===== config.mk =====
export PLATFORM = sky130hd
export DESIGN_NAME = rmq_sqrt_cell
export DESIGN_NICKNAME = d
export VERILOG_FILES = /design/src/rtl/assert_macros.svh /design/src/rtl/rmq_pkg.sv /design/src/rtl/rmq_sqrt_cell.sv
export SDC_FILE = /design/constraint.sdc
export NUM_CORES = 1
export LEC_CHECK = 0
export BUFFER_PORTS_ARGS = -buffer_cell sky130_fd_sc_hd__buf_2
export CORE_MARGIN = 2
export CORE_UTILIZATION = 45
export CTS_BUF_LIST = sky130_fd_sc_hd__clkbuf_8 sky130_fd_sc_hd__clkbuf_16
export DETAILED_ROUTE_END_ITERATION = 10
export PLACE_DENSITY = 0.8
export SLEW_MARGIN = 10
export SYNTH_ARGS = -nofsm -noshare
export SYNTH_HDL_FRONTEND = slang
export SYNTH_SLANG_ARGS = --single-unit

===== constraint.sdc =====
create_clock -name clock -period 3.3 [get_ports clock]
set_input_delay 0.66 -clock clock [delete_from_list [all_inputs] [get_ports clock]]
set_output_delay 0.66 -clock clock [all_outputs]
set_load 0.02 [all_outputs]

===== src/rtl/assert_macros.svh =====
// Assertion shorthands used by the top-level RTL file.
`ifndef ASSERT_MACROS_SVH
`define ASSERT_MACROS_SVH

// Condition that must hold at every clock edge outside reset.
`define RMQ_ASSERT(lbl, expr, msg) \
   lbl: assert property (@(posedge clock) disable iff (reset) (expr)) else $error(msg);

// Antecedent at one edge implies the consequent at the next edge.
`define RMQ_ASSERT_NEXT(lbl, ante, cons, msg) \
   lbl: assert property (@(posedge clock) disable iff (reset) (ante) |=> (cons)) \
      else $error(msg);

`endif


===== src/rtl/rmq_pkg.sv =====
// ----------------------------------------------------------------------------
// rmq_pkg
// Shared types and constants of the matrix to quaternion converter.
// ----------------------------------------------------------------------------
package rmq_pkg;

   localparam int ELEM_W = 16;  // width of a matrix element or component
   localparam int MAG_W  = 17;  // magnitude of a sum of two elements

   typedef enum logic [1:0] {
      CASE_TRACE = 2'd0,
      CASE_X     = 2'd1,
      CASE_Y     = 2'd2,
      CASE_Z     = 2'd3
   } case_type;

   // Control that travels with each item down the pipeline.
   typedef struct packed {
      logic       valid;
      case_type   kase;
      logic       degen;
      logic [2:0] neg;
   } side_type;

endpackage


===== src/rtl/rmq_sqrt_cell.sv =====
// ----------------------------------------------------------------------------
// rmq_sqrt_cell
// One bit of a digit-by-digit integer square root.
// ----------------------------------------------------------------------------
module rmq_sqrt_cell import rmq_pkg::*; #(
   parameter int ROOT_W = 16,
   parameter int PASS_W = 51
) (
   input  logic                  clock,
   input  logic                  reset,
   input  logic                  en,
   input  side_type              side_i,
   input  logic [2*ROOT_W-1:0]   rad_i,
   input  logic [ROOT_W+1:0]     rem_i,
   input  logic [ROOT_W-1:0]     root_i,
   input  logic [PASS_W-1:0]     pass_i,
   output side_type              side_o,
   output logic [2*ROOT_W-1:0]   rad_o,
   output logic [ROOT_W+1:0]     rem_o,
   output logic [ROOT_W-1:0]     root_o,
   output logic [PASS_W-1:0]     pass_o
);

   side_type               side_ff;
   logic [2*ROOT_W-1:0]    rad_in, rad_ff;
   logic [ROOT_W+1:0]      rem_in, rem_ff;
   logic [ROOT_W-1:0]      root_in, root_ff;
   logic [PASS_W-1:0]      pass_ff;
   logic [ROOT_W+3:0]      cur, trial;

   always_comb begin
      cur   = {rem_i, rad_i[2*ROOT_W-1 -: 2]};
      trial = (ROOT_W+4)'({root_i, 2'b01});
      rad_in = rad_i << 2;
      if (cur >= trial) begin
         rem_in  = (ROOT_W+2)'(cur - trial);
         root_in = {root_i[ROOT_W-2:0], 1'b1};
      end else begin
         rem_in  = cur[ROOT_W+1:0];
         root_in = {root_i[ROOT_W-2:0], 1'b0};
      end
   end

   always_ff @(posedge clock) begin
      if (reset) begin
         side_ff.valid <= 1'b0;
      end else if (en) begin
         side_ff.valid <= side_i.valid;
      end
   end

   always_ff @(posedge clock) begin
      if (en) begin
         side_ff.kase  <= side_i.kase;
         side_ff.degen <= side_i.degen;
         side_ff.neg   <= side_i.neg;
         rad_ff        <= rad_in;
         rem_ff        <= rem_in;
         root_ff       <= root_in;
         pass_ff       <= pass_i;
      end
   end

   assign side_o = side_ff;
   assign rad_o  = rad_ff;
   assign rem_o  = rem_ff;
   assign root_o = root_ff;
   assign pass_o = pass_ff;

endmodule


======== Yosys cells after proc, flatten, opt, wreduce, memory -nomap -nowiden ========
Index checks and enable logic that the tools add are counted.
word-level totals
  memories kept ........................... 0
  input bits .............................. 127
  word-level logic and storage cells ...... 12
  memory bits (writable) .................. 0
  register bits ........................... 122
  bits in latches ......................... 0
  ROM bits ................................ 0
  output and inout port bits .............. 124
operators by class
  multipliers ............................. 0
  $add $sub $neg .......................... 1
  multiplexer cells ....................... 2
  order comparisons ....................... 1
  bitwise operators ....................... 0
  shift-type cells ........................ 0
  equal/unequal tests ..................... 0
  divide/modulo/power cells ............... 0
  reductions and logical operators ........ 0
operators by type and width
  operator                                          count
  20-bit by 18-bit >= comparator with 1-bit output  1
  18-bit 2-to-1 mux                                 1
  18-bit subtractor                                 1
  1-bit 2-to-1 mux                                  1

======== Logic depth before layout (Yosys ltp) ========
  depth in word-level cells ............... 2
  gate-level depth with buffers ........... 10
  mapped depth without buffers ............ 9

======== Worst setup path after synthesis ========
No wires, ideal clock.
  path type ............................... input-to-reg
  start point ............................. input port root_i[0]
  end point ............................... register rem_ff[10] (netlist: rem_o[10]), data pin
  setup slack ............................. 0.608 ns
  data arrival time ....................... 2.432 ns
  data required time ...................... 3.040 ns
  library setup time ...................... 0.260 ns
  path buffers ............................ 1
  cell stages on the path ................. 10
  cell sequence ........................... inv_1 ha_1 nand2b_1 a211oi_2 a31oi_1 a21oi_2 nor2b_2 o21ai_4 buf_12 mux2_4
between the ends
  word-level cells in the longest chain between the ends .. 2
  elaborated cells on any way between the ends .. 3
  those cells by class .................... add/sub: 1; order compare: 1; mux: 1
RTL lines
  what                                                                                   line                                      source
  start: declaration                                                                     rmq_sqrt_cell.sv:15                       input logic [ROOT_W-1:0] root_i,
  18-bit subtractor or 20-bit by 18-bit >= comparator with 1-bit output (tied branches)  rmq_sqrt_cell.sv:36, rmq_sqrt_cell.sv:35
  18-bit 2-to-1 mux *                                                                    rmq_sqrt_cell.sv:35                       if (cur >= trial) begin
  net rem_in[10]                                                                         rmq_sqrt_cell.sv:26                       logic [ROOT_W+1:0] rem_in, rem_ff;
  end signal: assignment                                                                 rmq_sqrt_cell.sv:58                       rem_ff <= rem_in;
  end: declaration                                                                       rmq_sqrt_cell.sv:26
The timed path passes the listed nets; every way through them passes the cells marked *.
A chain may end at the register's enable or synchronous reset.

======== Worst setup path in the final report ========
  start point ............................. input port root_i[0]
  end point ............................... register rem_ff[8] (netlist: rem_o[8]), data pin
The elaborated chain is that of the path after synthesis.

==> qor.yml <==
cts:
  ctsResizeCount: 0
  insertion_delay_ps: 500
  clock_sinks: 122
  cts_setup_buffers: 0
  cts-buffers-inserted: 17
  clkTransAtPathRegs_ps: 60
  tritoncts: "yes"
  postCtsHoldBufs: 0
  cts_root_buf: "clkbuf_8"
  cts_max_level: 4
  cts.path.max_buffers: 2
grt:
  grt_max_degree: 64
  gr-total-overflow: 0
  antenna_found_initial: 1
  grt_pass1_vias: 3254
  grt_usage: 0.203
  grt_pass1_wl_um: 17400
synth:
  synth_top_cell_by_area: "edfxtp_1"
  ys_types: 45
  synthesis.area_um2: 4860
  synth_edf_count: 121
  avgSynthCellArea_um2: 17.7
  yosys.cell_count.top_type: "edfxtp_1"
  synthFlopType: "edfxtp_1"
  synthTopCellsByArea: "edfxtp_1 (75%), ha_1 (4.6%), xnor2_1 (2.3%), mux2_4 (2.2%), mux2_2 (2.1%)"
  ys_warn_count: 0
  ys_ff_latch: 122
  async_reset_ff_frac: 0
  synth.top_cell.area_share: 0.747
  yosys-top-cells-count: "edfxtp_1 (121), inv_1 (19), ha_1 (18), xnor2_1 (13), nor2_1 (11)"
  synthCells: 275
  seq_area_frac_synth: 0.751
pwr:
  leakagePower_nw: 3.07
  peakVddDrop_v: 0.000381
  powerDensity_nw_per_um2: 655
drt:
  vias: 3290
  viasPerCell: 4.75
  firstDrtPassIters: 4
  drtIter0Drc: 206
  drtAntennaViolNets: 0
  wl_per_cell_um: 17.4
  drt_wl_total_um: 12100
  drcViolationCount: 0
place:
  hpwl_um: 9200
  gp_congestion: 0.844
  place_ws_ps: 97.0
  io_buffer_count: 248
critical_path:
  end_kind: "flop"
  critical_path_class: "primary input to flop"
  path_max_fanout: 19
  r2r_slack_ps: 2700
  r2r_start: "side_o[6]$_SDFFE_PP0P_"
  rr_worst_depth: 2
  required_ps: 3540
  r2r_end: "side_o[6]$_SDFFE_PP0P_"
  cp-start-kind: "primary input"
  arrival_ps: 2880
final_layout:
  area_delta_synth_final_pct: 42.1
  drive_gt1_frac: 0.554
  utilization: 0.663
  nets: 688
die:
  coreArea_um2: 10400
  row_count: 37
  die_w_um: 108
  die_area_um2: 11700
  start_util: 0.467
  die_h_um: 108
  pin_count: 251
sta:
  setup_viol: 0
  timing.final.hold_violations: 0
  tightest_slew_ps: 773
  setup_ws_ps: 658
  max_freq_ghz: 0.379
  period_needed_ps: 2640
  setup_tns_ps: 0
  slew-limit-headroom: 0.483
  min_period_over_period: 0.801
  rsz0062_at_grt: "no"
  skew_ps: 0
  drv_slew: 0
  whs_ps: 318
status:
  status: "complete, no violations"
flow_run:
  maxCapViolCount: 0
worst_hold_path:
  whs_endpoint: "side_o[6]$_SDFFE_PP0P_"
  hold_depth: 2
  min_path_type: "primary input to flop"
  hp-start: "reset"
==> area by class of cell <==
cell class              count  area, um^2
inverters                  19        71.3
flip-flops and latches    122        3650
well taps                 136         170
repair buffers            253        1290
multi-input cells         130        1100
diodes                      1        2.50
clock buffers              17         414
clock inverters            15         208
fillers                   742        3510
==> cells by family (layout without fill, tap and decap cells) <==
kind of cell / after synthesis / in the layout / share of synthesized area
muxes: 18 / 18 / 0.0466
other: 1 / 3 / 0.000771
and+or+nand+nor: 35 / 35 / 0.0350
adders and majority gates: 18 / 18 / 0.0463
buffers and inverters: 24 / 304 / 0.0239
xor gates and xnor gates: 17 / 17 / 0.0306
DFF: 122 / 122 / 0.751
AOI/OAI and AO/OA: 40 / 40 / 0.0656
==> power breakdown <==
group	switching, mW	internal [mW]
combinational	0.420	0.279
clock	0.626	1.29
sequential	0.0354	1.87
total	1.08	3.44
==> worst max path at each step <==
stage,from,depth (start not counted),end,slack (ps)
2_1_floorplan,root_i[0],10,rem_o[10]$_DFFE_PP_,610
3_3_place_gp,root_i[5],10,rem_o[5]$_DFFE_PP_,150
3_5_place_dp,root_i[0],10,rem_o[4]$_DFFE_PP_,100
4_1_cts,root_i[0],10,rem_o[8]$_DFFE_PP_,630
5_1_grt,root_i[5],10,rem_o[8]$_DFFE_PP_,540
6_report,root_i[0],10,rem_o[8]$_DFFE_PP_,660
==> metrics by stage <==
stage	instances	power (mW)	cell area, um^2
2_1_floorplan	276	2.35	4870
3_3_place_gp	660	2.62	6290
3_5_place_dp	660	2.64	6290
4_1_cts	692	4.57	6910
5_1_grt	693	4.69	6910
6_report	693	4.52	6910
==> metal layers <==
metal	vias to the layer above	global-route usage	wire, um
li1	1577	-	-
met1	1544	0.218	4390
met2	151	0.365	6500
met3	18	0.0741	883
met4	0	0.0751	294
met5	-	0	0
==> worst max-delay path: stages <==
cell and delay, ps:
buf_2 80, inv_1 40, ha_1 350, nand2b_1 110, a211oi_2 220, a31oi_1 140
a21oi_2 150, nor2b_2 60, o21ai_4 630, mux2_2 420
==> flip-flops by register name, summed over array words and instances, names as in the netlist <==
| signal | cells |
|---|---|
| root_o | 16 |
| side_o | 7 |
| rad_o | 30 |
| pass_o | 51 |
| rem_o | 18 |
==> cell usage in the layout, fill, tap and decap left out, types with 3 or more instances in the layout <==
cell type,n
nor2_1,11
buf_4,5
xor2_1,4
edfxtp_1,121
mux2_2,9
ha_1,18
mux2_4,7
nand2_1,10
o21a_1,3
inv_1,22
a21oi_1,10
o21ai_0,3
xnor2_1,13
clkbuf_16,16
bufinv_16,5
o21ai_1,3
buf_2,247
Power figures use the tool's default switching activity.
