==> config.mk <==
export PLATFORM = sky130hd
export DESIGN_NAME = rmq_div_cell
export DESIGN_NICKNAME = d
export VERILOG_FILES = /design/src/rtl/assert_macros.svh /design/src/rtl/rmq_pkg.sv /design/src/rtl/rmq_div_cell.sv
export SDC_FILE = /design/constraint.sdc
export NUM_CORES = 1
export LEC_CHECK = 0
export BUFFER_PORTS_ARGS = -buffer_cell sky130_fd_sc_hd__buf_4
export CAP_MARGIN = 25
export CORE_AREA = 2 2 232 234
export CTS_CLUSTER_SIZE = 14
export DETAILED_ROUTE_END_ITERATION = 12
export DIE_AREA = 0 0 234 236
export SYNTH_ARGS = -nofsm -noshare
export SYNTH_HDL_FRONTEND = slang
export SYNTH_SLANG_ARGS = --single-unit
==> constraint.sdc <==
create_clock -name clock -period 2.7 [get_ports clock]
set_input_delay 0.54 -clock clock [delete_from_list [all_inputs] [get_ports clock]]
set_output_delay 0.54 -clock clock [all_outputs]
set_load 0.005 [all_outputs]
==> src/rtl/assert_macros.svh <==
// Assertion shorthands used by the top-level RTL file.
`ifndef ASSERT_MACROS_SVH
`define ASSERT_MACROS_SVH

// Condition that must hold at every clock edge outside reset.
`define RMQ_ASSERT(lbl, expr, msg) \
   lbl: assert property (@(posedge clock) disable iff (reset) (expr)) else $error(msg);

// Antecedent at one edge implies the consequent at the next edge.
`define RMQ_ASSERT_NEXT(lbl, ante, cons, msg) \
   lbl: assert property (@(posedge clock) disable iff (reset) (ante) |=> (cons)) \
      else $error(msg);

`endif

==> src/rtl/rmq_pkg.sv <==
// ----------------------------------------------------------------------------
// rmq_pkg
// Shared types and constants of the matrix to quaternion converter.
// ----------------------------------------------------------------------------
package rmq_pkg;

   localparam int ELEM_W = 16;  // width of a matrix element or component
   localparam int MAG_W  = 17;  // magnitude of a sum of two elements

   typedef enum logic [1:0] {
      CASE_TRACE = 2'd0,
      CASE_X     = 2'd1,
      CASE_Y     = 2'd2,
      CASE_Z     = 2'd3
   } case_type;

   // Control that travels with each item down the pipeline.
   typedef struct packed {
      logic       valid;
      case_type   kase;
      logic       degen;
      logic [2:0] neg;
   } side_type;

endpackage

==> src/rtl/rmq_div_cell.sv <==
// ----------------------------------------------------------------------------
// rmq_div_cell
// One quotient bit of a restoring divide, for three lanes sharing a divisor.
// ----------------------------------------------------------------------------
module rmq_div_cell import rmq_pkg::*; #(
   parameter int NUM_W = 33,
   parameter int DEN_W = 18
) (
   input  logic                    clock,
   input  logic                    reset,
   input  logic                    en,
   input  side_type                side_i,
   input  logic [DEN_W-1:0]        den_i,
   input  logic [ELEM_W-1:0]       hs_i,
   input  logic [2:0][NUM_W-1:0]   num_i,
   input  logic [2:0][DEN_W-1:0]   rem_i,
   input  logic [2:0][NUM_W-1:0]   quot_i,
   output side_type                side_o,
   output logic [DEN_W-1:0]        den_o,
   output logic [ELEM_W-1:0]       hs_o,
   output logic [2:0][NUM_W-1:0]   num_o,
   output logic [2:0][DEN_W-1:0]   rem_o,
   output logic [2:0][NUM_W-1:0]   quot_o
);

   side_type                side_ff;
   logic [DEN_W-1:0]        den_ff;
   logic [ELEM_W-1:0]       hs_ff;
   logic [2:0][NUM_W-1:0]   num_in, num_ff, quot_in, quot_ff;
   logic [2:0][DEN_W-1:0]   rem_in, rem_ff;
   logic [DEN_W:0]          cur [3];

   always_comb begin
      for (int i = 0; i < 3; i++) begin
         cur[i]    = {rem_i[i], num_i[i][NUM_W-1]};
         num_in[i] = num_i[i] << 1;
         if (cur[i] >= {1'b0, den_i}) begin
            rem_in[i]  = DEN_W'(cur[i] - {1'b0, den_i});
            quot_in[i] = {quot_i[i][NUM_W-2:0], 1'b1};
         end else begin
            rem_in[i]  = cur[i][DEN_W-1:0];
            quot_in[i] = {quot_i[i][NUM_W-2:0], 1'b0};
         end
      end
   end

   always_ff @(posedge clock) begin
      if (reset) begin
         side_ff.valid <= 1'b0;
      end else if (en) begin
         side_ff.valid <= side_i.valid;
      end
   end

   always_ff @(posedge clock) begin
      if (en) begin
         side_ff.kase  <= side_i.kase;
         side_ff.degen <= side_i.degen;
         side_ff.neg   <= side_i.neg;
         den_ff        <= den_i;
         hs_ff         <= hs_i;
         num_ff        <= num_in;
         rem_ff        <= rem_in;
         quot_ff       <= quot_in;
      end
   end

   assign side_o = side_ff;
   assign den_o  = den_ff;
   assign hs_o   = hs_ff;
   assign num_o  = num_ff;
   assign rem_o  = rem_ff;
   assign quot_o = quot_ff;

endmodule
## Word level (Yosys, flattened, before mapping)

Index checks and enable logic that the tools add are counted.

| cells by class | value |
|---|---|
| add/sub/neg operators | 3 |
| order comparisons | 3 |
| muxes and demuxes | 6 |

Operators by type and width:

| operator | number |
|---|---|
| $ge A19 B18 Y1 | 3 |
| $mux W18 | 3 |
| $sub A18 B18 Y18 | 3 |
| $mux W1 | 3 |

| storage, ports and cells | value |
|---|---|
| register bits | 290 |
| output and inout port bits | 293 |
| logic and storage cells | 27 |

## Logic depth before layout (Yosys ltp)

Gate-level depths: netlist (run 1).

| depth | value |
|---|---|
| depth after elaboration | 2 |
| gate-level depth with buffers | 11 |

## Worst setup path before layout (run 1)

OpenSTA, ideal clock, no wires.

| path | value |
|---|---|
| path kind | input-to-reg |
| start | in den_i[5] |
| end | reg rem_ff (netlist bit rem_o[29]), data pin |
| library setup time | 0.260 ns |
| data arrival time | 2.526 ns |
| data required time | 2.440 ns |
| setup slack | -0.087 ns |
| cell stages on the path | 10 |
| buffers on the path | 2 |
| path through | inv_1 -> ha_1 -> a21o_1 -> a221o_1 -> o21bai_2 -> a31o_4 -> and2_4 -> buf_12 -> buf_12 -> mux2_4 |

RTL lines:

| what | RTL line | RTL |
|---|---|---|
| start, declared | rmq_div_cell.sv:13 | `input logic [DEN_W-1:0] den_i,` |
| end signal, assigned | rmq_div_cell.sv:63 | `rem_ff <= rem_in;` |
| end, declared | rmq_div_cell.sv:30 | `logic [2:0][DEN_W-1:0] rem_in, rem_ff;` |

==> impl_metrics.toml, run 1 <==
[floorplan]
core_um2 = 53100
die_area_um2 = 55200
die_h_um = 236
start_util_pct = 23.4
die_w_um = 234
ios = 589
row_count = 85

[setup_path]
cp_cell_sequence = "buf_4 > inv_1 > ha_4 > a21o_1 > a221o_1 > o21bai_2 > a31o_4 > and2_4 > mux2_2"
cpPeakStageDelay_ns = 0.39
path_class = "input port to flip-flop"
critPathSlowestCell = "a221o_1"
reg2reg_to = "side_o[6]$_SDFFE_PP0P_"
cp-end-kind = "flip-flop"
r2r_slack_ns = 2.11
worstPathArrival_ns = 2.74
start_kind = "input port"
critical_path_peak_fanout = 14
cpLargestDelayFamily = "compound AO/OA/AOI/OAI gates"
cp.depth = 9
reg2reg_from = "side_o[6]$_SDFFE_PP0P_"
cp-endpoint = "rem_o[26]$_DFFE_PP_"
r2r_cells = 2
cp.required_ns = 2.98
startpoint = "den_i[5]"
cp.buffers_inverters = 2

[synth]
avgSynthCellArea_um2 = 15.7
synth_edf_count = 289
syn_inst = 787
synthesis.area_um2 = 12400
synth_seq_cells = 290
synth-main-ff-cell = "edfxtp_1"
yosysWarnings = 0
synth-seq-area-share_pct = 70.2
synthDistinctLibCells = 65
async_flop_share_pct = 0

[final_layout]
nets = 1900
fill_cells = 5112
drive_gt1_share_pct = 54.2
final_core_util_pct = 37.6
area_delta_synth_final_pct = 60.8

[placement]
place_congestion = 0.848
port_buffers = 582
dp_hpwl_mm = 36.9

[timing]
slew_violations = 0
clock_skew_ns = 0
timing.fmax_ghz = 0.405
setup_viol = 0
period_share_pct = 91.4
final_hold_viol_count = 0
hold_slack_ns = 0.166
min_period_ns = 2.47
rsz0062_at_grt = "false"

[grt]
met2_usage_pct = 28.0
top_usage_layer = "met2"
grtUsageMet1_pct = 16.7
track_usage_pct = 15.5
grt-ovfl-total = 0
antenna_found_initial = 4
met3_usage_pct = 4.92
grt_pass1_wl_mm = 63.2
grt_max_degree = 84
grt_pass1_vias = 9907

[drt]
drtPass1Iterations = 4
vias = 9735
dr.first_iter.drc_count = 452
drcViolationCount = 0
vias_per_cell = 4.29
drtAntennaViolNets = 0
totalWireLength_mm = 45.3
wl_per_cell_um = 20.0

[min_path]
min_from = "reset"
worstHoldPathType = "input port to flip-flop"

[run_status]
status = "complete, no violations"

[power_and_ir_drop]
powerDensity_nw_per_um2 = 629
p_leak_nw = 8.63
ir_drop_uv = 399

[cts]
clk_pin_slew_ns = 0.06
cts_buffer_depth = 3
post_cts_buffers = 0
cts-buffers-inserted = 35
clk_latency_ns = 0.52
h-tree-depth = 2
cts_sinks = 290
cts_tree = "yes"
cts_root_buf = "clkbuf_16"

[run]
maxCapViolCount = 0
-- cell usage after synthesis (8+ instances only) --
cell type / number / area [um2]
o21ai_0: 21 / 105
nor2_1: 31 / 116
xnor2_1: 16 / 140
o31ai_1: 9 / 67.6
a21oi_1: 40 / 200
o21a_1: 11 / 82.6
nor3_1: 9 / 45.0
nand3_1: 23 / 115
mux2_2: 33 / 372
a21o_1: 19 / 143
edfxtp_1: 289 / 8680
xor2_1: 20 / 175
ha_1: 54 / 676
nand2_1: 36 / 135
inv_1: 37 / 139
o211ai_1: 8 / 60.1
nand4_1: 10 / 62.6
-- flip-flops by register name, indices dropped and copies added, names as in the netlist --
signal,count
num_o,96
rem_o,54
quot_o,99
hs_o,16
side_o,7
den_o,18
-- stage by stage --
stage | cells | power (mW) | TNS [ns] | area (um2) | setup WS [ns]
6_report | 2271 | 12.5 | 0 | 19900 | 0.234
5_1_grt | 2270 | 13.1 | 0 | 19900 | 0.0108
4_1_cts | 2268 | 12.7 | 0 | 19900 | 0.261
3_5_place_dp | 2206 | 8.16 | -13.01 | 18800 | -0.312
3_3_place_gp | 2206 | 8.14 | -11.72 | 18800 | -0.289
2_1_floorplan | 789 | 6.51 | -0.159 | 12500 | -0.0315
-- repair_timing --
item / 4_1_cts / 5_1_grt
gates resized for setup: 0 / 1
hold buffers: 0 / 0
setup endpoints to repair: 0 / 1
-- layout make-up --
| type | count | area, um2 | area share [%] |
|---|---|---|---|
| diodes | 3 | 7.51 | 0.0377 |
| clock buffers | 45 | 935 | 4.69 |
| clock inverters | 17 | 141 | 0.709 |
| inverters | 37 | 139 | 0.697 |
| multi-input cells | 444 | 3490 | 17.5 |
| flip-flops and latches | 290 | 8700 | 43.6 |
| well taps | 696 | 871 | 4.37 |
| repair buffers | 739 | 5640 | 28.3 |
-- kinds of logic (layout without fill, tap and decap cells) --
kind of cell               count (synthesis)  in the layout  synth area share (%)
other                                      1              6                0.0303
muxes                                     45             45                  4.25
and+or+nand+nor                          147            147                  6.02
xor gates and xnor gates                  36             36                  2.54
DFF                                      290            290                  70.2
adders and majority gates                 57             57                  5.94
buffers and inverters                     55            838                  2.26
AOI/OAI and AO/OA                        156            156                  8.76
-- worst register-to-register path, delay by kind of cell, from the launching register on --
family / cells / cell delay (ns)
flip-flops: 1 / 0.31
multiplexers: 1 / 0.13
AND/OR/NAND/NOR: 1 / 0.05
-- metal layers --
| layer | vias up | part of all wire (%) | wire (um) |
|---|---|---|---|
| met5 | - | 0.018 | 8 |
| met4 | 2 | 3.4 | 1530 |
| met2 | 377 | 52 | 23600 |
| met3 | 65 | 8.4 | 3800 |
| li1 | 4582 | - | - |
| met1 | 4709 | 36 | 16400 |
-- cells in the final DEF, fill, tap and decap left out, types with 4 or more instances in the layout --
| cell | synthesis | layout |
|---|---|---|
| nand4_1 | 10 | 10 |
| nand2_1 | 36 | 35 |
| clkinv_1 | 0 | 5 |
| o21a_1 | 11 | 11 |
| xor2_1 | 20 | 20 |
| mux2_2 | 33 | 33 |
| mux2i_1 | 5 | 5 |
| o31ai_1 | 9 | 9 |
| buf_12 | 2 | 7 |
| nand3_1 | 23 | 23 |
| edfxtp_1 | 289 | 289 |
| xnor2_1 | 16 | 16 |
| o21bai_1 | 4 | 4 |
| nand3b_1 | 5 | 5 |
| o211ai_1 | 8 | 8 |
| mux2_4 | 7 | 7 |
| clkbuf_1 | 4 | 9 |
| o21ai_0 | 21 | 20 |
| nor2_1 | 31 | 31 |
| ha_4 | 0 | 4 |
| a21o_1 | 19 | 19 |
| nand2b_1 | 6 | 6 |
| and2_1 | 4 | 4 |
| a21oi_2 | 1 | 4 |
| a21oi_1 | 40 | 37 |
| a31oi_1 | 7 | 7 |
| ha_1 | 54 | 50 |
| nor3_1 | 9 | 9 |
| buf_4 | 3 | 731 |
| a211oi_1 | 7 | 7 |
| inv_1 | 37 | 37 |
| clkbuf_16 | 0 | 36 |
-- worst min-delay path by stage --
stage                             endpoint  slack (ns)  cells after the start
CTS                 side_o[6]$_SDFFE_PP0P_        0.12                      2
global route        side_o[6]$_SDFFE_PP0P_        0.14                      2
global placement    side_o[6]$_SDFFE_PP0P_        0.48                      2
floorplan           side_o[6]$_SDFFE_PP0P_        0.48                      2
finish              side_o[6]$_SDFFE_PP0P_        0.17                      2
detailed placement  side_o[6]$_SDFFE_PP0P_        0.50                      2
-- where the power goes --
| part | leakage [nW] | internal [mW] | switching (mW) |
|---|---|---|---|
| clock | 0.519 | 2.57 | 1.92 |
| sequential | 2.84 | 5.46 | 0.135 |
| combinational | 5.27 | 1.39 | 1.06 |
| total | 8.63 | 9.43 | 3.11 |
(Power assumes the default switching activity.)
==> run 2: changes to the inputs <==
- CELL_PAD_IN_SITES_DETAIL_PLACEMENT: default -> 2
- CELL_PAD_IN_SITES_GLOBAL_PLACEMENT: default -> 2
- CORE_AREA: 2 2 232 234 -> 2 2 231 233
- DIE_AREA: 0 0 234 236 -> 0 0 233 235
- PLACE_DENSITY_LB_ADDON: default -> 0.1
==> run 2 against run 1 <==
Utilization rose by 0.95 points. Design area up 0.92%. Clock skew is the same. Hold slack lost 0.025 ns. Critical path type unchanged. Largest power group unchanged. Fmax is 2.3% lower. First-iteration DRC count is 35% lower. Wire length is 14% higher. Clock-buffer cell count is 2 higher. Clock power rose by 8.0%. Highest routed layer unchanged. Via count up 0.39%. Sequential power hardly changed.
==> impl_metrics.toml, run 2 (synthesis gave the netlist of run 1 again) <==
[timing]
min_period_ns = 2.53
clock_skew_ns = 0
period_share_pct = 93.5
final_hold_viol_count = 0
rsz0062_at_grt = "false"
fin_setup_tns_ns = 0
timing.fmax_ghz = 0.396
hold_slack_ns = 0.141
slew_violations = 0
setup_viol = 0

[min_path]
hold_depth = 2
worstHoldPathType = "input port to flip-flop"

[setup_path]
r2r_cells = 2
cpPeakStageDelay_ns = 0.35
worstPathArrival_ns = 2.81
cpLargestDelayFamily = "compound AO/OA/AOI/OAI gates"
cp-end-kind = "flip-flop"
critical_path_peak_fanout = 14
path_class = "input port to flip-flop"
cp.buffers_inverters = 3
cp_cell_sequence = "buf_4 > inv_1 > ha_1 > a21oi_1 > o22ai_1 > o211a_1 > o21ai_2 > and2_1 > buf_12 > mux2_2"
cp.depth = 10
cp.required_ns = 2.99
start_kind = "input port"
critPathSlowestCell = "mux2_2"

[grt]
track_usage_pct = 18.5
grt_pass1_wl_mm = 74.1
grt-ovfl-total = 0
grt_max_degree = 74
antenna_found_initial = 10
grt_pass1_vias = 10800

[final_layout]
nets = 1914
fin_area_um2 = 20100
final_cell_mix = "buf_4, edfxtp_1, ha_1"
seq_area_um2 = 8700
final_common_cell = "buf_4"
fill_cells = 5367
multi_input_area_um2 = 3490
final_core_util_pct = 38.5
final_cell_count_no_fill = 2282
largest_reg_flops = 99
drive_gt1_share_pct = 54.7
area_delta_synth_final_pct = 62.3

[drt]
vias_per_cell = 4.28
totalWireLength_mm = 51.8
drtAntennaViolNets = 0
vias = 9773
wl_per_cell_um = 22.7
drtPass1Iterations = 4
dr.first_iter.drc_count = 295
drcViolationCount = 0

[power_and_ir_drop]
p_comb_share_pct = 19.5
clkPwrFrac_pct = 37.4
p_leak_nw = 8.75
p_sw_mw = 3.26
ir_drop_uv = 354
seqPwrFrac_pct = 43.1
powerDensity_nw_per_um2 = 645
p_sw_share_pct = 25.1
p_int_mw = 9.71

[cts]
cts_buffer_depth = 3
clk_latency_ns = 0.55
post_cts_buffers = 0
cts_root_buf = "clkbuf_16"
cts_sinks = 290
cts-buffers-inserted = 37
cts_tree = "yes"
postCtsHoldBufs = 0
cts_resized = 0
h-tree-depth = 2
clk_pin_slew_ns = 0.06

[placement]
dp_cells = 2210
postPlaceCellArea_um2 = 18900
port_buffers = 582
place_congestion = 0.795
dp_hpwl_mm = 42.7

[floorplan]
die_w_um = 233
die_h_um = 235
start_util_pct = 23.7
die_area_um2 = 54800
ios = 589
core_um2 = 52200
row_count = 84

[run]
maxCapViolCount = 0

[run_status]
status = "complete, no violations"
==> run 2: area by class of cell <==
class / count / area share [%]
antenna: 4 / 0.0498
sequential: 290 / 43.2
multi-input combinational: 444 / 17.4
tap: 688 / 4.28
clock inverter: 21 / 1.00
inverter: 37 / 0.691
timing repair buffer: 751 / 28.6
clock buffer: 47 / 4.79
==> run 2: per-layer routing <==
metal / part of all wire [%] / up-vias / track usage (%) / routed length (um)
met5: 0.17 / - / 0 / 86
met4: 2.3 / 12 / 4.94 / 1170
met3: 8.0 / 72 / 6.33 / 4120
met2: 54 / 302 / 34.4 / 27700
met1: 36 / 4793 / 19.7 / 18600
li1: - / 4594 / - / -
==> run 2: power groups by stage <==
stage	registers, mW	logic (mW)	clock network, mW
floorplan	5.72	0.791	0
global placement	5.66	2.54	0
detailed placement	5.68	2.58	0
CTS	5.60	2.59	5.04
global route	5.63	2.77	5.18
finish	5.59	2.53	4.85
==> run 2: worst paths after layout <==
kind | startpoint | endpoint | slack, ns
worst max-delay path | den_i[4] | rem_o[44]$_DFFE_PP_ | 0.17
worst max register to register | side_o[6]$_SDFFE_PP0P_ | side_o[6]$_SDFFE_PP0P_ | 2.11
worst min-delay path | reset | side_o[6]$_SDFFE_PP0P_ | 0.14
worst min register to register | side_o[6]$_SDFFE_PP0P_ | side_o[6]$_SDFFE_PP0P_ | 0.51
==> run 2: per-stage QoR <==
step	setup WS (ns)	total power, mW
after floorplan	-0.0315	6.51
after global placement	-0.383	8.20
after detailed placement	-0.441	8.26
after CTS	0.157	13.2
after global routing	0.0172	13.6
final	0.175	13.0
==> run 3: changes to the inputs <==
- CAP_MARGIN: 25 -> 15
- RECOVER_POWER: default -> 25
==> run 3 against run 2 <==
Global-route usage stayed put. Via count is 0.10% lower. Clock-buffer cell count unchanged. Sequential power about the same.
==> impl_metrics.toml, run 3 (synthesis gave the netlist of run 1 again) <==
[min_path]
worstHoldPathType = "input port to flip-flop"

[setup_path]
cpPeakStageDelay_ns = 0.35
cp-end-kind = "flip-flop"
reg2reg_to = "side_o[6]$_SDFFE_PP0P_"
critical_path_peak_fanout = 14
cp.required_ns = 2.99
path_class = "input port to flip-flop"
cp_cell_sequence = "clkbuf_4 > inv_1 > ha_1 > a21oi_1 > o22ai_1 > o211a_1 > o21ai_2 > and2_1 > buf_12 > mux2_2"
r2r_cells = 2
startpoint = "den_i[4]"
r2r_slack_ns = 2.11
cp-endpoint = "rem_o[44]$_DFFE_PP_"
start_kind = "input port"
worstPathArrival_ns = 2.82
reg2reg_from = "side_o[6]$_SDFFE_PP0P_"
critPathSlowestCell = "mux2_2"

[cts]
h-tree-depth = 2
postCtsHoldBufs = 0
cts_sinks = 290
clk_latency_ns = 0.55
post_cts_buffers = 0
clk_pin_slew_ns = 0.06
cts_tree = "yes"
cts_buffer_depth = 3
cts_root_buf = "clkbuf_16"
cts-buffers-inserted = 37
cts_resized = 0

[power_and_ir_drop]
finalPower_mw = 12.9
p_leak_nw = 8.69
ir_drop_uv = 354
powerDensity_nw_per_um2 = 644

[grt]
grt_max_degree = 74
grt_pass1_vias = 10800
grt-ovfl-total = 0
track_usage_pct = 18.5
grt_pass1_wl_mm = 74.1
antenna_found_initial = 10

[timing]
period_share_pct = 93.6
timing.fmax_ghz = 0.396
slew_violations = 0
fin_setup_tns_ns = 0
setup_viol = 0
min_period_ns = 2.53
final_hold_viol_count = 0
rsz0062_at_grt = "false"
clock_skew_ns = 0

[drt]
vias_per_cell = 4.28
wl_per_cell_um = 22.6
drcViolationCount = 0
wl_met3_mm = 4.05
dr.first_iter.drc_count = 302
vias = 9763
drtAntennaViolNets = 0
route.met2.wl_mm = 27.6
top_layer = "met5"
drtPass1Iterations = 4
totalWireLength_mm = 51.5
met1_length_mm = 18.6

[floorplan]
die_h_um = 235
die_area_um2 = 54800
ios = 589
row_count = 84
die_w_um = 233
core_um2 = 52200
start_util_pct = 23.7

[placement]
port_buffers = 582
dp_hpwl_mm = 42.7
place_congestion = 0.795

[final_layout]
drive_gt1_share_pct = 54.5
final_cell_mix = "buf_4, edfxtp_1, clkbuf_4"
final_common_cell = "buf_4"
area_delta_synth_final_pct = 62.2
largest_reg_flops = 99
nets = 1914

[run]
maxCapViolCount = 0

[run_status]
status = "complete, no violations"
==> run 3: cell count changes in the layout (fill, tap and decap cells not counted), sizes merged <==
cell	change
buf	-217
clkbuf	+217
==> run 3: worst min-delay path by stage <==
stage                                       from                     end  slack [ns]  cells past startpoint
after CTS                                  reset  side_o[6]$_SDFFE_PP0P_         0.1                      2
after floorplan           side_o[6]$_SDFFE_PP0P_  side_o[6]$_SDFFE_PP0P_        0.48                      2
after detailed placement  side_o[6]$_SDFFE_PP0P_  side_o[6]$_SDFFE_PP0P_        0.50                      2
after global routing                       reset  side_o[6]$_SDFFE_PP0P_        0.12                      2
final                                      reset  side_o[6]$_SDFFE_PP0P_        0.14                      2
after global placement    side_o[6]$_SDFFE_PP0P_  side_o[6]$_SDFFE_PP0P_        0.48                      2
==> run 3: final cells by class <==
cell class / count / area (um2)
antenna: 4 / 10.0
clock buffer: 47 / 963
clock inverter: 21 / 201
fill: 5370 / 32100
inverter: 37 / 139
multi-input combinational: 444 / 3490
sequential: 290 / 8700
tap: 688 / 861
timing repair buffer: 751 / 5730
==> run 3: where the power goes <==
part,total (mW),switching (mW),internal (mW)
Clock,4.85,2.01,2.84
Sequential,5.59,0.130,5.46
Combinational,2.51,1.12,1.39
Total,12.9,3.25,9.69
==> run 3: metrics by stage <==
step | instance area, um2 | utilization, % | instances | hold WS (ns) | setup slack [ns]
6_report | 20100 | 38.5 | 2282 | 0.141 | 0.173
5_1_grt | 20100 | 38.5 | 2281 | 0.116 | 0.0172
4_1_cts | 20100 | 38.5 | 2278 | 0.0981 | 0.157
3_5_place_dp | 18900 | 36.3 | 2210 | 0.498 | -0.441
3_3_place_gp | 18900 | 36.3 | 2210 | 0.477 | -0.383
2_1_floorplan | 12500 | - | 789 | 0.485 | -0.0315
==> run 3: critical path: cells and delay by family <==
kind	cells	cell delay, ns
muxes	1	0.35
and+or+nand+nor	1	0.22
AOI/OAI and AO/OA	4	0.88
adders and majority gates	1	0.34
buffers and inverters	3	0.48
==> run 3: routing by layer <==
layer / vias up / track usage [%]
met2: 296 / 34.4
li1: 4594 / -
met5: - / 0
met4: 12 / 4.94
met3: 70 / 6.33
met1: 4791 / 19.7
