==> config.mk <==
export PLATFORM = sky130hd
export DESIGN_NAME = rmq_front
export DESIGN_NICKNAME = d
export VERILOG_FILES = /design/src/rtl/assert_macros.svh /design/src/rtl/rmq_pkg.sv /design/src/rtl/rmq_front.sv
export SDC_FILE = /design/constraint.sdc
export NUM_CORES = 1
export LEC_CHECK = 0
export ABC_AREA = 0
export ABC_CLOCK_PERIOD_IN_PS = 7020
export BUFFER_PORTS_ARGS = -buffer_cell sky130_fd_sc_hd__buf_2
export CAP_MARGIN = 20
export CORE_ASPECT_RATIO = 1.1
export CORE_UTILIZATION = 26
export CTS_BUF_LIST = sky130_fd_sc_hd__clkbuf_8
export CTS_CLUSTER_DIAMETER = 50
export DETAILED_ROUTE_END_ITERATION = 10
export GPL_TIMING_DRIVEN = 0
export SYNTH_ARGS = -nofsm -noshare
export SYNTH_HDL_FRONTEND = slang
export SYNTH_SLANG_ARGS = --single-unit
==> constraint.sdc <==
create_clock -name clock -period 7.02 [get_ports clock]
set_input_delay 1.404 -clock clock [delete_from_list [all_inputs] [get_ports clock]]
set_output_delay 1.404 -clock clock [all_outputs]
set_load 0.05 [all_outputs]
==> src/rtl/assert_macros.svh <==
// Assertion shorthands used by the top-level RTL file.
`ifndef ASSERT_MACROS_SVH
`define ASSERT_MACROS_SVH

// Condition that must hold at every clock edge outside reset.
`define RMQ_ASSERT(lbl, expr, msg) \
   lbl: assert property (@(posedge clock) disable iff (reset) (expr)) else $error(msg);

// Antecedent at one edge implies the consequent at the next edge.
`define RMQ_ASSERT_NEXT(lbl, ante, cons, msg) \
   lbl: assert property (@(posedge clock) disable iff (reset) (ante) |=> (cons)) \
      else $error(msg);

`endif

==> src/rtl/rmq_pkg.sv <==
// ----------------------------------------------------------------------------
// rmq_pkg
// Shared types and constants of the matrix to quaternion converter.
// ----------------------------------------------------------------------------
package rmq_pkg;

   localparam int ELEM_W = 16;  // width of a matrix element or component
   localparam int MAG_W  = 17;  // magnitude of a sum of two elements

   typedef enum logic [1:0] {
      CASE_TRACE = 2'd0,
      CASE_X     = 2'd1,
      CASE_Y     = 2'd2,
      CASE_Z     = 2'd3
   } case_type;

   // Control that travels with each item down the pipeline.
   typedef struct packed {
      logic       valid;
      case_type   kase;
      logic       degen;
      logic [2:0] neg;
   } side_type;

endpackage

==> src/rtl/rmq_front.sv <==
// ----------------------------------------------------------------------------
// rmq_front
// Picks the branch, forms the root argument and the three off-diagonal terms.
// ----------------------------------------------------------------------------
module rmq_front import rmq_pkg::*; #(
   parameter int FRAC_BITS = 14,
   parameter int ARG_W     = 19,
   parameter int RAD_W     = 32
) (
   input  logic                          clock,
   input  logic                          reset,
   input  logic                          en,
   input  logic                          valid_i,
   input  logic signed [ELEM_W-1:0]      m00, m01, m02, m10, m11, m12, m20, m21, m22,
   output side_type                      side_o,
   output logic [RAD_W-1:0]              rad_o,
   output logic [2:0][MAG_W-1:0]         mag_o
);

   side_type                 side_in, side_ff;
   logic [RAD_W-1:0]         rad_in, rad_ff;
   logic [2:0][MAG_W-1:0]    mag_in, mag_ff;

   logic signed [ARG_W-1:0]  e00, e11, e22, one, tr, arg;
   logic signed [MAG_W-1:0]  ta, tb, tc, tp, tq, tr2;
   logic signed [MAG_W-1:0]  d [3];

   function automatic logic signed [MAG_W-1:0] ext(input logic signed [ELEM_W-1:0] v);
      return MAG_W'(v);
   endfunction

   always_comb begin
      e00 = ARG_W'(m00);
      e11 = ARG_W'(m11);
      e22 = ARG_W'(m22);
      one = ARG_W'(1) <<< FRAC_BITS;
      tr  = e00 + e11 + e22;
      ta  = ext(m21) - ext(m12);
      tb  = ext(m02) - ext(m20);
      tc  = ext(m10) - ext(m01);
      tp  = ext(m01) + ext(m10);
      tq  = ext(m02) + ext(m20);
      tr2 = ext(m12) + ext(m21);
      side_in.valid = valid_i;
      priority if (tr > 0) begin
         side_in.kase = CASE_TRACE;
         arg = tr + one;
         d[0] = ta; d[1] = tb; d[2] = tc;
      end else if (m00 > m11 && m00 > m22) begin
         side_in.kase = CASE_X;
         arg = one + e00 - e11 - e22;
         d[0] = ta; d[1] = tp; d[2] = tq;
      end else if (m11 > m22) begin
         side_in.kase = CASE_Y;
         arg = one + e11 - e00 - e22;
         d[0] = tb; d[1] = tp; d[2] = tr2;
      end else begin
         side_in.kase = CASE_Z;
         arg = one + e22 - e00 - e11;
         d[0] = tc; d[1] = tq; d[2] = tr2;
      end
      side_in.degen = (arg <= 0);
      for (int i = 0; i < 3; i++) begin
         side_in.neg[i] = d[i][MAG_W-1];
         mag_in[i] = d[i][MAG_W-1] ? MAG_W'(-d[i]) : MAG_W'(d[i]);
      end
      rad_in = RAD_W'(arg[ARG_W-2:0]) << FRAC_BITS;
   end

   always_ff @(posedge clock) begin
      if (reset) begin
         side_ff.valid <= 1'b0;
      end else if (en) begin
         side_ff.valid <= side_in.valid;
      end
   end

   always_ff @(posedge clock) begin
      if (en) begin
         side_ff.kase  <= side_in.kase;
         side_ff.degen <= side_in.degen;
         side_ff.neg   <= side_in.neg;
         rad_ff        <= rad_in;
         mag_ff        <= mag_in;
      end
   end

   assign side_o = side_ff;
   assign rad_o  = rad_ff;
   assign mag_o  = mag_ff;

endmodule

# After elaboration in Yosys (flattened, before gate mapping)
# Index checks and enable logic that the tools add are counted.
# word_totals
n_memories	0
latchBits	0
elab_cells	51
ramBits	0
inputBits	148
out_inout_bits	90
ff_bits	76
mem_bits_ro	0
# op_classes
mul	0
shifts	0
n_lt_le_gt_ge	5
reduce_logical	2
eq_ne	0
n_div	0
bitwise_logic	0
mux	11
n_addsub	21
# ops
operator	n
51-bit 2-to-1 mux	3
16-bit by 16-bit adder with 17-bit output	4
19-bit 2-to-1 mux	3
18-bit by 16-bit subtractor with 19-bit output	3
17-bit by 16-bit subtractor with 18-bit output	3
16-bit by 16-bit adder with 17-bit output (first input constant)	3
17-bit negator	3
16-bit by 16-bit subtractor with 17-bit output	3
16-bit greater-than comparator	3
16-bit 2-to-1 mux	3
18-bit by 16-bit adder with 19-bit output (second input constant)	1
19-bit by 1-bit less-or-equal comparator with 1-bit output (second input constant)	1
17-bit by 16-bit adder with 18-bit output	1
18-bit by 1-bit greater-than comparator with 1-bit output (second input constant)	1
1-bit 2-to-1 mux	2
2-bit OR reduction	1
1-bit logical AND	1

# Depth between registers and ports, before layout
# Gate-level depths: netlist (run 1).
# depth
depth_word	7
depth_mapped	29
ltp_nobuf	25

# Worst setup path after synthesis (run 1)
# OpenSTA, ideal clock, no wires.
# synth_path
path_kind	input -> register
start	input m00[4]
end	register mag_ff (netlist bit mag_o[46]) (data pin)
required_ns	6.760
n_path_buf	3
setup_time_ns	0.260
setup_slack_ns	0.369
arrival_time_ns	6.391
cell_stages	27
path_cell_list	inv_1 > fa_1 > inv_1 > ha_1 > nor2b_1 > o31ai_4 > a31oi_1 > o41ai_2 > o21bai_1 > a21oi_1 > xor2_1 > ha_1 > and4b_1 > nand4_1 > nor4b_4 > a21oi_2 > buf_2 > buf_2 > buf_1 > a21oi_1 > a21oi_1 > inv_1 > ha_1 > inv_1 > nor3_1 > a31oi_1 > xnor2_1
# synth_lines
element	line_no	text
start, declared	rmq_front.sv:14	input logic signed [ELEM_W-1:0] m00, m01, m02, m10, m11, m12, m20, m21, m22,
end signal, assigned	rmq_front.sv:84	mag_ff <= mag_in;
end, declared	rmq_front.sv:22	logic [2:0][MAG_W-1:0] mag_in, mag_ff;

==> flow_metrics.env, run 1 <==
export IMPL_drtPass1Iterations=7
export IMPL_grt_pass1_wl_mm=93.2
export IMPL_cts_buffers=9
export IMPL_dieArea_um2=67900
export IMPL_finalSetupViolCount=0
export IMPL_reg2reg_depth=2
export IMPL_fin_cells=3184
export IMPL_yosysMostFrequentCell="ha_1"
export IMPL_reg2reg_from="side_o[6]"
export IMPL_maxSlewHeadroom=0.260
export IMPL_fin_crit_ps=6930
export IMPL_hold_depth=2
export IMPL_period_share=0.987
export IMPL_clockBufferDepth=2
export IMPL_synth_top_cell_area_share=0.214
export IMPL_cts_sinks=76
export IMPL_drive_gt1_frac=0.163
export IMPL_synth_seq_cells=76
export IMPL_first_iter_violations=1144
export IMPL_ys_seq_area_frac=0.131
export IMPL_drc=0
export IMPL_endpoint_kind="flop"
export IMPL_start_util=0.262
export IMPL_fillCellCount=7107
export IMPL_setup_tns_final_ps=0
export IMPL_ctsHtreeMaxLevel=3
export IMPL_synth_ff_type="edfxtp_1"
export IMPL_gr_total_overflow=0
export IMPL_die_h_um=273
export IMPL_status="finished, final reports clean"
export IMPL_synth_cells=2059
export IMPL_wl_mm=62.5
export IMPL_ioPinCount=238
export IMPL_path_class="in2reg"
export IMPL_cap_violations=0
export IMPL_rr_endpoint="side_o[6]"
export IMPL_cp_start_kind="primary input"
export IMPL_numPortBuffers=223
export IMPL_cts_root_buffer="clkbuf_8"
export IMPL_grt_max_degree=64
export IMPL_finClkSkew_ps=0
export IMPL_vias_per_cell=5.01
export IMPL_arrival_ps=7080
export IMPL_drt_wirelength_per_cell_um=19.6
export IMPL_synthTopCellsByArea="ha_1 (21%), edfxtp_1 (13%), fa_1 (9.0%)"
export IMPL_worstHoldEndpoint="side_o[6]"
export IMPL_track_usage=0.180
export IMPL_yosysUniqueCellTypes=100
export IMPL_clock_fmax_ghz=0.144
export IMPL_min_delay_start="side_o[6]"
export IMPL_vias=16000
export IMPL_placed_cell_area_um2=19700
export IMPL_multi_input_comb_area_um2=14100
export IMPL_p_total_uw=5210
export IMPL_netlist_area_um2=17400
export IMPL_gp_congestion=0.957
export IMPL_syn_area_per_cell_um2=8.45
export IMPL_hold_violations=0
export IMPL_rows=99
export IMPL_p_leak_uw=0.00922
export IMPL_synth_async_reset_ratio=0
export IMPL_drv_slew=0
export IMPL_whs_ps=502
export IMPL_power_density_nw_per_um2=258
export IMPL_dp_cells=3154
export IMPL_post_route_cell_area_um2=20200
export IMPL_antenna_found_initial=5
export IMPL_worstSkewPairLatency_ps=410
export IMPL_core_region_area_um2=66300
export IMPL_grt_pass1_vias=15500
export IMPL_hold_path_class="reg2reg"
export IMPL_required_ps=7180
export IMPL_peakVddDrop_uv=142
export IMPL_path_max_fanout=10
export IMPL_r2r_setup_slack_ps=6430
export IMPL_antenna_left=0
export IMPL_num_nets_final=2841
export IMPL_cts_tree="built"
export IMPL_tightest_slew_ps=1100
export IMPL_synth_common_cells="ha_1 (297), inv_1 (214), a21oi_1 (141), nor2_1 (137), nand2_1 (111)"
export IMPL_die_x_um=249
export IMPL_regArea_um2=2270
export IMPL_yosysTopAreaCell="ha_1"
export IMPL_synth_warnings=0
export IMPL_hpwlAfterDp_mm=53.3
export IMPL_clk_pin_slew_ps=90
export IMPL_syn_to_final_growth_pct=16.1
export IMPL_synth_edf_count=75
[state kept, by name (all words and copies together), names as in the netlist]
name and flops:
mag_o 51, side_o 7, rad_o 18
[critical path: stages]
cell       delay [ps]
buf_2             160
inv_1             170
ha_1              380
nor4_1            680
nand3_1           230
a21oi_1           330
a2111oi_0         160
mux2_2            430
or2_1             140
buf_4             240
buf_1             700
clkbuf_1          690
nand2_1           120
a21oi_1           180
a21oi_1            70
inv_1              80
ha_1              190
inv_1             100
nor3_4            280
a31oi_2           150
xnor2_1           180
[layer usage]
layer	global-route usage	vias to the layer above	wire length, µm
met2	0.321	549	30700
li1	-	7769	-
met5	0	-	16
met4	0.0678	4	2190
met1	0.222	7538	25800
met3	0.0213	94	3850
[how the worst max path moves through the flow]
stage	cells after the start	endpoint	start	slack, ps
floorplan	27	mag_o[46]	m00[4]	370
CTS	28	mag_o[46]	m00[4]	10
global placement	28	mag_o[46]	m00[4]	-1490
detailed placement	28	mag_o[46]	m00[4]	-1470
global route	27	mag_o[29]	m11[4]	-1
finish	21	mag_o[46]	m00[7]	90
[area by class of cell]
type	instances	area share
clock inverter	6	0.00477
buffer	73	0.0201
multi-input combinational	1704	0.699
antenna	3	0.000372
clock buffer	10	0.00682
timing repair buffer	239	0.0632
inverter	215	0.0403
tap	858	0.0532
sequential	76	0.113
[cells in the final DEF (no fill, tap or decap), types with 39 or more instances in the layout]
master,synthesis,layout
o21ai_0,84,83
inv_1,214,212
ha_1,297,294
mux2i_1,62,62
xor2_1,57,54
nand2_1,111,111
xnor2_1,109,109
nor2_1,137,136
buf_2,13,234
fa_1,78,77
edfxtp_1,75,75
nor3_1,52,50
nand3_1,39,39
a21oi_1,141,140
[power breakdown]
part	internal, µW	leakage, µW	total (µW)	switching, µW
Clock	213	0.000115	419	206
Combinational	1290	0.00836	3910	2620
Sequential	770	0.000741	880	109
[kinds of logic (layout without fill, tap and decap cells)]
| kind of cell | after synthesis | after routing | synth area share |
|---|---|---|---|
| fa+ha+maj | 375 | 375 | 0.303 |
| simple gates | 557 | 557 | 0.167 |
| compound gates | 507 | 507 | 0.195 |
| buf+inv | 292 | 543 | 0.0691 |
| flops | 76 | 76 | 0.131 |
| xor+xnor | 169 | 169 | 0.0864 |
| other cells | 1 | 17 | 0.000216 |
| mux | 82 | 82 | 0.0486 |
[metrics by stage]
stage,utilization,setup slack (ps)
finish,0.305,92.8
global route,0.305,-1.05
CTS,0.302,14.0
detailed placement,0.297,-1470
global placement,0.296,-1490
floorplan,-,369
[what timing repair did]
item / CTS / global route
cloned: 0 / 1
hold buffers: 0 / 0
buffers inserted: 6 / 8
pin swaps: 5 / 10
endpoints found under the setup margin: 32 / 26
resized for setup: 18 / 27
(Power assumes the default switching activity.)
==> run 2, diff against run 1 <==
--- a/config.mk
+++ b/config.mk
@@ -9,12 +9,15 @@
 export ABC_CLOCK_PERIOD_IN_PS = 7020
 export BUFFER_PORTS_ARGS = -buffer_cell sky130_fd_sc_hd__buf_2
 export CAP_MARGIN = 20
+export CELL_PAD_IN_SITES_DETAIL_PLACEMENT = 0
+export CELL_PAD_IN_SITES_GLOBAL_PLACEMENT = 1
 export CORE_ASPECT_RATIO = 1.1
 export CORE_UTILIZATION = 26
 export CTS_BUF_LIST = sky130_fd_sc_hd__clkbuf_8
 export CTS_CLUSTER_DIAMETER = 50
 export DETAILED_ROUTE_END_ITERATION = 10
 export GPL_TIMING_DRIVEN = 0
+export PLACE_DENSITY_LB_ADDON = 0.1
 export SYNTH_ARGS = -nofsm -noshare
 export SYNTH_HDL_FRONTEND = slang
 export SYNTH_SLANG_ARGS = --single-unit
==> run 2 against run 1 <==
  * First-iteration DRC count decreased by 25%
  * Sequential power shrank 3.0%
  * Sequential share of layout area barely moved
  * Critical path depth is 4 lower
  * Critical path type unchanged
  * Largest power group unchanged
  * Register-to-register slack hardly changed
==> flow_metrics.env, run 2 (synthesis results as in run 1) <==
export IMPL_status="finished, final reports clean"
export IMPL_reg2reg_depth=2
export IMPL_multi_input_comb_area_um2=14100
export IMPL_vias_per_cell=4.97
export IMPL_antenna_left=0
export IMPL_wl_mm=69.4
export IMPL_internal_power_uw=2250
export IMPL_die_x_um=249
export IMPL_setup_tns_final_ps=0
export IMPL_num_nets_final=2842
export IMPL_cts_tree="built"
export IMPL_wl_met1_mm=29.1
export IMPL_clock_fmax_ghz=0.144
export IMPL_rr_endpoint="side_o[6]"
export IMPL_reg2reg_from="side_o[6]"
export IMPL_arrival_ps=7190
export IMPL_largest_reg_flops=51
export IMPL_rows=99
export IMPL_track_usage=0.203
export IMPL_drt_wirelength_per_cell_um=21.8
export IMPL_setup_ws_ps=84.2
export IMPL_period_share=0.988
export IMPL_power_frac_seq=0.161
export IMPL_slowest_delay_ps=670
export IMPL_critical_path_top_delay_family="compound AO/OA/AOI/OAI gates"
export IMPL_place_ws_ps=-2050
export IMPL_cts_buffers=9
export IMPL_path_class="in2reg"
export IMPL_antenna_found_initial=5
export IMPL_maxSlewHeadroom=0.245
export IMPL_clock_power_share=0.074
export IMPL_cap_violations=0
export IMPL_drive_gt1_frac=0.166
export IMPL_first_iter_violations=854
export IMPL_gp_congestion=0.880
export IMPL_drtPass1Iterations=5
export IMPL_p_total_uw=5290
export IMPL_vias=15800
export IMPL_path_depth=17
export IMPL_route_met3_wl_mm=1.53
export IMPL_worstHoldEndpoint="side_o[6]"
export IMPL_finalSetupViolCount=0
export IMPL_hold_depth=2
export IMPL_peakVddDrop_uv=155
export IMPL_mostFrequentLayoutCell="ha_1"
export IMPL_grt_pass1_vias=16400
export IMPL_die_h_um=273
export IMPL_drc=0
export IMPL_clockBufferDepth=2
export IMPL_cts_root_buffer="clkbuf_8"
export IMPL_power_density_nw_per_um2=262
export IMPL_numPortBuffers=223
export IMPL_worstSkewPairLatency_ps=420
export IMPL_core_region_area_um2=66300
export IMPL_hold_path_class="reg2reg"
export IMPL_hpwlAfterDp_mm=59.3
export IMPL_finClkSkew_ps=0
export IMPL_path_buf_inv=5
export IMPL_syn_to_final_growth_pct=16.0
export IMPL_hold_buffers=0
export IMPL_start_util=0.262
export IMPL_drv_slew=0
export IMPL_fin_crit_ps=6940
export IMPL_clk_pin_slew_ps=90
export IMPL_gr_total_overflow=0
export IMPL_ctsHtreeMaxLevel=3
export IMPL_highest_layer="met4"
export IMPL_p_leak_uw=0.00921
export IMPL_hold_violations=0
export IMPL_path_max_fanout=10
export IMPL_fillCellCount=7143
export IMPL_regArea_um2=2270
export IMPL_ioPinCount=238
export IMPL_comb_power_share=0.764
export IMPL_p_sw_uw=3040
export IMPL_tightest_slew_ps=1130
export IMPL_slowest_stage="a2111oi_0"
export IMPL_cp_cell_sequence="buf_2, inv_1, ha_1, nor4b_2, and4b_1, a21boi_1, o31ai_1, nand2b_1, clkbuf_1, buf_4, buf_2, mux2i_1, a2111oi_0, a21oi_1, o31ai_1, nand4_1, o21ai_0"
export IMPL_r2r_setup_slack_ps=6430
export IMPL_dieArea_um2=67900
export IMPL_grt_max_degree=62
export IMPL_required_ps=7270
export IMPL_final_cell_mix="ha_1 (292), buf_2 (233), inv_1 (210), a21oi_1 (139), nor2_1 (137)"
export IMPL_grt_pass1_wl_mm=103
export IMPL_switching_share=0.575
export IMPL_endpoint_kind="flop"
export IMPL_wl_met2_mm=37.3
export IMPL_min_delay_start="side_o[6]"
export IMPL_cts_sinks=76
export IMPL_cp_start_kind="primary input"
==> run 2: what timing repair did <==
| action | CTS | global route |
|---|---|---|
| endpoints found under the setup margin | 56 | 32 |
| setup buffers | 10 | 3 |
| hold endpoints to repair | 0 | 0 |
| gates resized for setup | 31 | 25 |
| pin swaps | 11 | 11 |
==> run 2: worst max path at each step <==
stage            start         to  slack (ps)
2_1_floorplan   m00[4]  mag_o[46]         370
3_3_place_gp   m00[15]  mag_o[50]       -2110
3_5_place_dp   m00[15]  mag_o[44]       -2050
4_1_cts         m00[4]  mag_o[12]           2
5_1_grt         m00[4]  mag_o[46]          -1
6_report       m11[13]  side_o[3]          80
==> run 2: power groups by stage <==
| stage | Clock, µW | Combinational (µW) | Sequential [µW] |
|---|---|---|---|
| floorplan | 0 | 2070 | 1450 |
| global placement | 0 | 3950 | 866 |
| detailed placement | 0 | 3940 | 866 |
| CTS | 411 | 4020 | 861 |
| global route | 424 | 4360 | 871 |
| finish | 392 | 4040 | 854 |
==> run 2: layout make-up <==
| cell class | count | share of cell area |
|---|---|---|
| Antenna cell | 1 | 0.000124 |
| Buffer | 74 | 0.0210 |
| Clock buffer | 9 | 0.00614 |
| Clock inverter | 7 | 0.00397 |
| Inverter | 215 | 0.0403 |
| Multi-Input combinational cell | 1704 | 0.700 |
| Sequential cell | 76 | 0.113 |
| Tap cell | 858 | 0.0532 |
| Timing Repair Buffer | 239 | 0.0625 |
==> run 2: through the flow <==
stage / hold slack, ps / instances / area, µm² / utilization
after floorplan: 733 / 2072 / 17400 / -
after global placement: 471 / 3153 / 19600 / 0.296
after detailed placement: 489 / 3155 / 19700 / 0.297
after CTS: 515 / 3178 / 20000 / 0.303
after global routing: 536 / 3183 / 20200 / 0.304
final: 507 / 3183 / 20200 / 0.304
==> run 2: metal layers <==
metal	track usage	vias to the layer above
met4	0.0538	0
met2	0.395	312
met1	0.238	7706
li1	-	7751
met5	0	-
met3	0.0117	52
==> run 2: worst min-delay path: cells and delay by family, from the launching register on <==
kind	cells	cell delay, ps
flip-flops	1	330
AND/OR/NAND/NOR	1	80
multiplexers	1	60
==> run 3, diff against run 2 <==
--- a/config.mk
+++ b/config.mk
@@ -12,7 +12,7 @@
 export CELL_PAD_IN_SITES_DETAIL_PLACEMENT = 0
 export CELL_PAD_IN_SITES_GLOBAL_PLACEMENT = 1
 export CORE_ASPECT_RATIO = 1.1
-export CORE_UTILIZATION = 26
+export CORE_UTILIZATION = 30
 export CTS_BUF_LIST = sky130_fd_sc_hd__clkbuf_8
 export CTS_CLUSTER_DIAMETER = 50
 export DETAILED_ROUTE_END_ITERATION = 10
==> run 3 against run 2 <==
  * Non-clock buffer count is 2 higher
  * Highest routed layer unchanged
  * Combinational power is 2% lower
  * Critical path depth is 8 higher
  * Setup slack better by 96 ps
  * Sequential cell count stayed put
  * Critical path type unchanged
==> flow_metrics.env, run 3 (synthesis results as in run 1) <==
export IMPL_clock_fmax_ghz=0.146
export IMPL_path_max_fanout=10
export IMPL_finClkSkew_ps=0
export IMPL_core_region_area_um2=57300
export IMPL_gr_total_overflow=0
export IMPL_cp_common_cell="buf_4"
export IMPL_drv_slew=0
export IMPL_tightest_slew_ps=913
export IMPL_wl_mm=66.9
export IMPL_period_share=0.974
export IMPL_hold_depth=2
export IMPL_fin_crit_ps=6840
export IMPL_gp_congestion=0.911
export IMPL_rr_endpoint="side_o[6]"
export IMPL_antenna_found_initial=2
export IMPL_mostFrequentLayoutCell="ha_1"
export IMPL_maxSlewHeadroom=0.387
export IMPL_critical_path_top_delay_family="compound AO/OA/AOI/OAI gates"
export IMPL_drive_gt1_frac=0.166
export IMPL_slowest_stage="fa_1"
export IMPL_peakVddDrop_uv=137
export IMPL_clk_pin_slew_ps=90
export IMPL_hold_buffers=0
export IMPL_cap_violations=0
export IMPL_cts_tree="built"
export IMPL_cts_sinks=76
export IMPL_status="finished, final reports clean"
export IMPL_hold_violations=0
export IMPL_required_ps=7220
export IMPL_comb_power_share=0.762
export IMPL_worstHoldEndpoint="side_o[6]"
export IMPL_grt_pass1_wl_mm=99.5
export IMPL_largest_reg_flops=51
export IMPL_hpwlAfterDp_mm=57.7
export IMPL_switching_share=0.569
export IMPL_reg2reg_from="side_o[6]"
export IMPL_setup_ws_ps=181
export IMPL_grt_pass1_vias=16300
export IMPL_p_leak_uw=0.00923
export IMPL_drt_wirelength_per_cell_um=21.7
export IMPL_fin_util=0.350
export IMPL_rows=92
export IMPL_fillCellCount=6123
export IMPL_antenna_left=0
export IMPL_arrival_ps=7040
export IMPL_cp_start_kind="primary input"
export IMPL_grt_max_degree=67
export IMPL_hold_path_class="reg2reg"
export IMPL_dieArea_um2=58900
export IMPL_first_iter_violations=828
export IMPL_internal_power_uw=2240
export IMPL_numPortBuffers=223
export IMPL_reg2reg_depth=2
export IMPL_clockBufferDepth=2
export IMPL_ioPinCount=238
export IMPL_start_util=0.303
export IMPL_vias_per_cell=5.14
export IMPL_drtPass1Iterations=6
export IMPL_num_nets_final=2844
export IMPL_cts_buffers=9
export IMPL_path_class="in2reg"
export IMPL_r2r_setup_slack_ps=6440
export IMPL_endpoint_kind="flop"
export IMPL_drc=0
export IMPL_ctsHtreeMaxLevel=3
export IMPL_finalSetupViolCount=0
export IMPL_place_ws_ps=-2030
export IMPL_min_delay_start="side_o[6]"
export IMPL_power_frac_seq=0.165
export IMPL_syn_to_final_growth_pct=15.3
export IMPL_final_cell_mix="ha_1 (293), buf_2 (231), inv_1 (212), a21oi_1 (139), nor2_1 (135)"
export IMPL_path_buf_inv=7
export IMPL_die_h_um=255
export IMPL_dp_cells=3049
export IMPL_clock_power_share=0.073
export IMPL_p_sw_uw=2960
export IMPL_track_usage=0.225
export IMPL_die_x_um=232
export IMPL_vias=15800
export IMPL_cts_root_buffer="clkbuf_8"
export IMPL_slowest_delay_ps=530
export IMPL_power_density_nw_per_um2=260
export IMPL_worstSkewPairLatency_ps=400
export IMPL_fin_cells=3079
run 3: per-stage QoR:
step / instance area (µm²) / TNS, ps / power [µW] / hold slack (ps)
after floorplan: 17400 / 0 / 3520 / 733
after global placement: 19500 / -61460 / 4750 / 469
after detailed placement: 19500 / -56930 / 4750 / 487
after CTS: 19900 / 0 / 5180 / 511
after global routing: 20000 / -21.9 / 5550 / 549
final: 20000 / 0 / 5210 / 505
run 3: repair_timing:
action                     in CTS  in global routing
buffers inserted                8                  9
setup endpoints to repair      57                 46
gates resized for setup        26                 23
pin swaps                       7                  5
gates cloned                    0                  1
run 3: worst reg2reg max path, delay by kind of cell (launching register included):
kind,cells,cell delay (ps)
flip-flops,1,320
AND/OR/NAND/NOR,1,50
multiplexers,1,120
run 3: layout make-up:
class | instances | area [µm²] | area share
antenna | 1 | 2.50 | 0.000125
buffer | 71 | 408 | 0.0203
clock buffer | 9 | 124 | 0.00618
clock inverter | 7 | 80.1 | 0.00400
inverter | 215 | 813 | 0.0406
multi-input combinational | 1704 | 14100 | 0.703
sequential | 76 | 2270 | 0.113
tap | 752 | 941 | 0.0469
timing repair buffer | 244 | 1310 | 0.0655
run 3: power groups by stage:
| stage | Clock [µW] | Combinational (µW) | Sequential (µW) |
|---|---|---|---|
| after floorplan | 0 | 2070 | 1450 |
| after global placement | 0 | 3870 | 873 |
| after detailed placement | 0 | 3870 | 872 |
| after CTS | 396 | 3920 | 865 |
| after global routing | 404 | 4270 | 876 |
| final | 381 | 3970 | 858 |
run 3: how the worst max path moves through the flow:
| stage | start | to | slack (ps) | depth (start not counted) |
|---|---|---|---|---|
| 2_1_floorplan | m00[4] | mag_o[46] | 370 | 27 |
| 3_3_place_gp | m00[13] | mag_o[48] | -2110 | 21 |
| 3_5_place_dp | m00[13] | mag_o[48] | -2030 | 21 |
| 4_1_cts | m00[4] | mag_o[8] | 0.3 | 29 |
| 5_1_grt | m11[4] | mag_o[31] | -9 | 25 |
| 6_report | m11[4] | mag_o[31] | 180 | 25 |
run 3: per-layer routing:
layer  up-vias  GRT usage  part of all wire
met2       338      0.434              0.54
met4         0     0.0735             0.028
li1       7745          -                 -
met3        67     0.0108             0.026
met1      7676      0.264              0.41
met5         -          0                 0
